### config.mk
export PLATFORM = sky130hd
export DESIGN_NAME = ptw_ctrl
export DESIGN_NICKNAME = d
export VERILOG_FILES = /design/src/sv/ptw_pkg.sv /design/src/sv/ptw_ctrl.sv
export SDC_FILE = /design/constraint.sdc
export NUM_CORES = 1
export LEC_CHECK = 0
export ABC_AREA = 1
export BUFFER_PORTS_ARGS = -buffer_cell sky130_fd_sc_hd__buf_2
export CORE_AREA = 2 2 39 41
export CTS_CLUSTER_DIAMETER = 200
export DETAILED_ROUTE_END_ITERATION = 16
export DIE_AREA = 0 0 41 43
export PLACE_DENSITY = 0.68
export SLEW_MARGIN = 25
export SYNTH_ARGS = -nofsm -noshare
export SYNTH_HDL_FRONTEND = slang
export SYNTH_SLANG_ARGS = --single-unit
### constraint.sdc
create_clock -name aclk -period 1.4 [get_ports aclk]
set_clock_uncertainty 0.15 [all_clocks]
set_input_delay 0 -clock aclk [delete_from_list [all_inputs] [get_ports aclk]]
set_output_delay 0 -clock aclk [all_outputs]
set_load 0.005 [all_outputs]
### src/sv/ptw_pkg.sv
`default_nettype none
// ----------------------------------------------------------------------------
// ptw_pkg
// Shared types, constants and helper functions of the page table walker.
// ----------------------------------------------------------------------------
package ptw_pkg;

    // store depth must be a power of two (512 .. 1M words)
    localparam int STORE_DEPTH = 4096;
    localparam int AW          = $clog2(STORE_DEPTH);

    localparam int VA_W   = 48;
    localparam int PA_W   = 52;
    localparam int ENT_W  = 64;
    localparam int SIDX_W = 12;
    localparam int IDX_W  = 9;

    localparam int BIT_PRESENT = 0;
    localparam int BIT_HUGE    = 7;

    localparam logic       STATUS_OK    = 1'b0;
    localparam logic       STATUS_FAULT = 1'b1;

    localparam logic [1:0] PS_4K = 2'd0;
    localparam logic [1:0] PS_2M = 2'd1;
    localparam logic [1:0] PS_1G = 2'd2;

    typedef logic [AW-1:0] word_addr_t;

    typedef enum logic [1:0] {
        OP_WRITE     = 2'd0,
        OP_READ      = 2'd1,
        OP_TRANSLATE = 2'd2,
        OP_UNMAP     = 2'd3
    } op_t;

    typedef enum logic [2:0] {
        S_IDLE,
        S_WRITE,
        S_READ,
        S_RDWAIT,
        S_WALK,
        S_CHECK,
        S_CLEAR,
        S_FINISH
    } state_t;

    typedef enum logic [1:0] {
        ADDR_SIDX,
        ADDR_ROOT,
        ADDR_NEXT,
        ADDR_LAST
    } addr_sel_t;

    typedef enum logic [2:0] {
        RES_ZERO,
        RES_FAULT,
        RES_READ,
        RES_GIB,
        RES_MIB,
        RES_LEAF,
        RES_UNMAP
    } res_sel_t;

    typedef struct packed {
        logic      load_in;
        logic      mem_rd;
        logic      mem_wr;
        addr_sel_t addr_sel;
        logic      wdata_zero;
        logic      level_clr;
        logic      level_inc;
        logic      res_load;
        res_sel_t  res_sel;
        logic      out_load;
    } dp_cmd_t;

    typedef struct packed {
        op_t        op;
        logic       present;
        logic       huge;
        logic [1:0] level;
    } dp_status_t;

    // table at frame address F holds entry i at word ((F >> 3) + i) mod depth
    function automatic word_addr_t word_at(input logic [PA_W-1:0] frame_addr,
                                           input logic [IDX_W-1:0] idx);
        logic [63:0] sum;
        sum = {15'b0, frame_addr[PA_W-1:3]} + {55'b0, idx};
        return sum[AW-1:0];
    endfunction

    function automatic word_addr_t store_word(input logic [SIDX_W-1:0] sidx);
        logic [63:0] wide;
        wide = {52'b0, sidx};
        return wide[AW-1:0];
    endfunction

    function automatic logic [IDX_W-1:0] level_index(input logic [VA_W-1:0] va,
                                                      input logic [1:0] level);
        logic [IDX_W-1:0] idx;
        case (level)
            2'd0:    idx = va[47:39];
            2'd1:    idx = va[38:30];
            2'd2:    idx = va[29:21];
            default: idx = va[20:12];
        endcase
        return idx;
    endfunction

endpackage

`default_nettype wire

### src/sv/ptw_ctrl.sv
`default_nettype none
// ----------------------------------------------------------------------------
// ptw_ctrl
// Sequencer: accepts a word, steps the table walk level by level and hands
// the result to the output register.
// ----------------------------------------------------------------------------
module ptw_ctrl (
    input  wire                 aclk,
    input  wire                 aresetn,
    input  wire                 s_valid,
    output logic                s_ready,
    input  wire  [1:0]          s_op,
    output logic                m_valid,
    input  wire                 m_ready,
    input  ptw_pkg::dp_status_t dp_status,
    output ptw_pkg::dp_cmd_t    dp_cmd
);
    import ptw_pkg::*;

    state_t state_reg, state_next;
    logic   m_valid_reg, m_valid_next;

    always_ff @(posedge aclk) begin
        if (!aresetn) begin
            state_reg   <= S_IDLE;
            m_valid_reg <= 1'b0;
        end else begin
            state_reg   <= state_next;
            m_valid_reg <= m_valid_next;
        end
    end

    assign m_valid = m_valid_reg;

    always_comb begin
        state_next   = state_reg;
        s_ready      = 1'b0;
        m_valid_next = m_valid_reg & ~m_ready;
        dp_cmd       = '0;
        dp_cmd.addr_sel = ADDR_SIDX;
        dp_cmd.res_sel  = RES_ZERO;

        case (state_reg)
            S_IDLE: begin
                // no word is taken while reset is held
                s_ready = aresetn;
                if (s_valid && aresetn) begin
                    dp_cmd.load_in = 1'b1;
                    case (op_t'(s_op))
                        OP_WRITE: state_next = S_WRITE;
                        OP_READ:  state_next = S_READ;
                        default:  state_next = S_WALK;
                    endcase
                end
            end
            S_WRITE: begin
                dp_cmd.mem_wr   = 1'b1;
                dp_cmd.addr_sel = ADDR_SIDX;
                dp_cmd.res_load = 1'b1;
                dp_cmd.res_sel  = RES_ZERO;
                state_next      = S_FINISH;
            end
            S_READ: begin
                dp_cmd.mem_rd   = 1'b1;
                dp_cmd.addr_sel = ADDR_SIDX;
                state_next      = S_RDWAIT;
            end
            S_RDWAIT: begin
                dp_cmd.res_load = 1'b1;
                dp_cmd.res_sel  = RES_READ;
                state_next      = S_FINISH;
            end
            S_WALK: begin
                dp_cmd.mem_rd    = 1'b1;
                dp_cmd.addr_sel  = ADDR_ROOT;
                dp_cmd.level_clr = 1'b1;
                state_next       = S_CHECK;
            end
            S_CHECK: begin
                if (!dp_status.present) begin
                    dp_cmd.res_load = 1'b1;
                    dp_cmd.res_sel  = RES_FAULT;
                    state_next      = S_FINISH;
                end else if (dp_status.op == OP_TRANSLATE && dp_status.huge &&
                             dp_status.level == 2'd1) begin
                    dp_cmd.res_load = 1'b1;
                    dp_cmd.res_sel  = RES_GIB;
                    state_next      = S_FINISH;
                end else if (dp_status.op == OP_TRANSLATE && dp_status.huge &&
                             dp_status.level == 2'd2) begin
                    dp_cmd.res_load = 1'b1;
                    dp_cmd.res_sel  = RES_MIB;
                    state_next      = S_FINISH;
                end else if (dp_status.level == 2'd3) begin
                    dp_cmd.res_load = 1'b1;
                    if (dp_status.op == OP_TRANSLATE) begin
                        dp_cmd.res_sel = RES_LEAF;
                        state_next     = S_FINISH;
                    end else begin
                        dp_cmd.res_sel = RES_UNMAP;
                        state_next     = S_CLEAR;
                    end
                end else begin
                    // descend: next read issued straight from the fetched entry
                    dp_cmd.mem_rd    = 1'b1;
                    dp_cmd.addr_sel  = ADDR_NEXT;
                    dp_cmd.level_inc = 1'b1;
                end
            end
            S_CLEAR: begin
                dp_cmd.mem_wr     = 1'b1;
                dp_cmd.addr_sel   = ADDR_LAST;
                dp_cmd.wdata_zero = 1'b1;
                state_next        = S_FINISH;
            end
            S_FINISH: begin
                if (!m_valid_reg || m_ready) begin
                    dp_cmd.out_load = 1'b1;
                    m_valid_next    = 1'b1;
                    state_next      = S_IDLE;
                end
            end
            default: state_next = S_IDLE;
        endcase
    end

endmodule

`default_nettype wire

### Word level (Yosys, flattened, before mapping)

Index checks and enable logic that the tools add are counted.

* output and inout bits: 15
* register bits: 4

* multiplexer cells: 36
* equality and inequality tests: 15
* bitwise gates (word level): 2
* reductions and logical operators: 12

Operators by type and width (number)
* 3-bit two-way mux: 6
* 3-bit case mux with 6 select lines: 1
* 1-bit two-way mux: 16
* 4-bit two-way mux: 4
* 3-bit == test, second input constant: 4
* 4-bit case mux with 3 select lines: 1
* 2-bit two-way mux: 5
* 2-bit == test, second input constant: 3
* 3-bit by 2-bit == test with 1-bit output, second input constant: 2
* 2-bit case mux with 3 select lines: 1
* 3-bit case mux with 2 select lines: 1
* 5-bit != test, second input constant: 1
* 2-bit by 1-bit == test with 1-bit output, second input constant: 2
* 1-bit logical AND: 4
* 2-bit != test, second input constant: 2
* 2-bit OR reduction: 2
* 3-bit by 1-bit == test with 1-bit output, second input constant: 1
* 3-bit logical NOT: 1
* 3-bit AND reduction: 1
* 3-bit OR reduction: 1
* 2-bit logical NOT: 1
* 1-bit case mux with 2 select lines: 1
* 1-bit bitwise AND: 1
* 1-bit logical NOT: 1
* 2 further kinds: 2

### Depth between registers and ports, before layout

* depth in word-level cells: 7
* depth in mapped cells: 9
* depth with buffers taken out: 8

### Worst setup path after synthesis

Ideal clock, no wire load.

* path type: register -> register
* start: register state_reg[0]
* end: register state_reg[0]
* data required time: 1.138 ns
* stages on the path, launching flop included: 10
* slack: 0.186 ns
* period minus slack after synthesis: 1.214 ns
* arrival time: 0.952 ns
* buffers on the path: 1
* cells stage by stage: dfxtp_1 -> buf_4 -> inv_2 -> nand2_1 -> nor2_2 -> inv_2 -> nand3_1 -> nand2_1 -> nor2_1 -> nor2_1

* word-level cells in the longest chain between the ends: 3
* elaborated cells on any way between the ends: 14
* classes of those cells: 10 x eq/ne; 1 x mux; 3 x reduce/logical

Ends and longest elaborated chain
* start: declaration: RTL line ptw_ctrl.sv:20 `state_t state_reg, state_next;`
* start signal: assignment: RTL line ptw_ctrl.sv:28 `state_reg <= state_next;`
* 3-bit == test, or another cell as far along: RTL line ptw_ctrl.sv:43 `case (state_reg)`
* 3-bit OR reduction (no source line), or another cell as far along
* 3-bit case mux with 6 select lines or 3-bit AND reduction (tied branches)

Several ways; a longest one is shown, not always the timed one.
A chain may end at the register's enable or synchronous reset.

==> out/results.ini <==
[floorplan]
die_height_um=43
rows=14
die_x_um=41
core-area_um2=1384
pin_count=27
die-area_um2=1763
start_util_pct=32.91

[clock_tree]
clk_transition_reported_paths_ns=0.04
cts_root_buf=clkbuf_4
clock-sinks=4
htreeDepth=1
clkLatencyLatePin_ns=0.24
cts_tree=yes
clockBufferDepth=2
cts_buffers=3

[sta]
worst_pin_slew_ns=0.2466
min_period_ns=1.386
relSlewSlack_pct=83.50
fmax_mhz=721.3
hold_violations=0
maxSlewViolCount=0
grt_setup_unrepaired=true
setup_viol=0
post-route-period-util_pct=99.02

[placement]
io_buffers=26
hpwl_um=977.8
placed_area_um2=598.1
place.gp.congestion=0.7383
placed_cells=125

[power_and_ir_drop]
comb_power_share_pct=63.5
vdd_drop_max_mv=0.8960
p_clk_share_pct=13.5
power.density_nw_per_um2=1580
p_total_w=0.001074
swShare_pct=48.03
p_switching_w=0.0005157
p_seq_share_pct=23.0
p_leak_nw=0.4126
internal_power_w=0.0005578

[synthesis]
ys_types=18
seq_area_frac_synth_pct=17.58
netlist_instances=84
synth_nets=96
syn_area_um2=455.4
yosys_register_bits=4
yosysWarnings=0
avgSynthCellArea_um2=5.422

[setup_path]
end_kind=output port
critical_path.max_fanout=5
arrival_ns=1.24
crit_type=flop to output port
r2r_cells=8
startpoint_type=flop
worstPathRequired_ns=1.25

[cells_and_area]
layout_commonest_cell=buf_2
drive_above_1_share_pct=41.88
largest_reg_flops=3
multi_input_area_um2=302.8
areaGrowthSynthToFinish_pct=49.18
seqCellArea_um2=88.84
fin_area_um2=679.4
layout_common_cells=26 x buf_2, 17 x nand2_1, 15 x nor2_1
fin_nets=131
fill_cells=164
finalNonFillerCells=133
antennaDiodeCount=0

[route]
drt-initial-drc-count=2
wl_um=1210
drc=0
vias_per_cell=4.632
drtAntennaViolNets=0
vias=616
first_pass_iters=4
routedWlPerCell_um=9.098

[grt]
antenna_found_initial=0
grt_max_degree=10
grt_pass1_vias=492
grt_overflow_total=0
grt_pass1_wl_um=1842
grt_usage_pct=14.87

[worst_hold_path]
hold_path.class=primary input to flop
hold_depth=6

[status]
status=completed

[flow_run]
maxCapViolCount=0

through the flow:
step / hold slack (ns) / setup TNS (ns) / utilization [%] / setup WS [ns]
2_1_floorplan: -0.07929 / 0 / - / 0.1865
3_3_place_gp: 0.1396 / 0 / 43.22 / 0.03454
3_5_place_dp: 0.1359 / 0 / 43.22 / 0.02042
4_1_cts: 0.0003124 / 0 / 47.65 / 0.0002337
5_1_grt: 0.05090 / -0.5476 / 49.10 / -0.09002
6_report: 0.001801 / 0 / 49.10 / 0.01365
Yosys cell counts:
cell type   n  area share (%)
nor2_2      1             1.4
nand3_1     6             6.6
inv_1      13              11
o21a_1      1             1.6
buf_4       1             1.6
nor2_4      1             2.5
o21ai_0     4             4.4
nor2_1     16              13
nand3_2     1             2.2
inv_2       5             4.1
nand3b_1    2             3.3
nor3_2      1             2.2
dfxtp_1     4              18
a21oi_1     2             2.2
nand2_1    17              14
nand4_1     2             2.7
a31oi_1     2             2.7
nand2_2     5             6.9
critical path: stages, from the launching register on:
cell and delay, ns:
dfxtp_4 0.35, inv_4 0.07, nand4_1 0.16, nor2_2 0.16
nand2_2 0.08, nand3b_1 0.08, buf_2 0.11
per-layer routing:
layer / vias up / GRT usage (%) / wire, µm
li1: 329 / - / -
met1: 268 / 18.71 / 530
met2: 19 / 23.44 / 596
met3: 0 / 3.141 / 83
met4: 0 / 6.000 / 0
met5: - / 0 / 0
logic make-up after synthesis:
family                 synth area share, %
and+or+nand+nor                      54.95
buffers and inverters                16.49
AOI/OAI and AO/OA                    10.99
DFF                                  17.58
power groups by stage:
stage	Combinational [W]	Sequential [W]	Clock (W)
floorplan	0.000499	0.000191	0
global placement	0.000647	0.000226	0
detailed placement	0.000652	0.000230	0
CTS	0.000664	0.000231	0.000151
global route	0.000786	0.000252	0.000158
finish	0.000682	0.000247	0.000145
layout make-up:
class                      count  share of cell area [%]
multi-input combinational     61                   44.57
timing repair buffer          31                   25.78
sequential                     4                   13.08
inverter                      18                   10.31
clock buffer                   3                   3.315
tap                           16                   2.947
worst paths after layout:
| path | startpoint | slack, ns | end |
|---|---|---|---|
| min reg2reg | m_valid$_SDFF_PN0_ | 0.48 | m_valid$_SDFF_PN0_ |
| min | s_op[0] | 0.002 | state_reg[0]$_SDFFE_PN0P_ |
| max reg2reg | state_reg[1]$_SDFFE_PN0P_ | 0.04 | state_reg[1]$_SDFFE_PN0P_ |
| max | state_reg[1]$_SDFFE_PN0P_ | 0.01 | dp_cmd[11] |
what timing repair did:
item / in CTS / in global routing
hold buffers: 3 / 0
gates resized for setup: 1 / 6
cloned: 0 / 0
endpoints found under the setup margin: 6 / 12
endpoints found under the hold margin: 4 / 0
buffers inserted: 1 / 1
pin swaps: 2 / 4
Power figures use the tool's default switching activity.
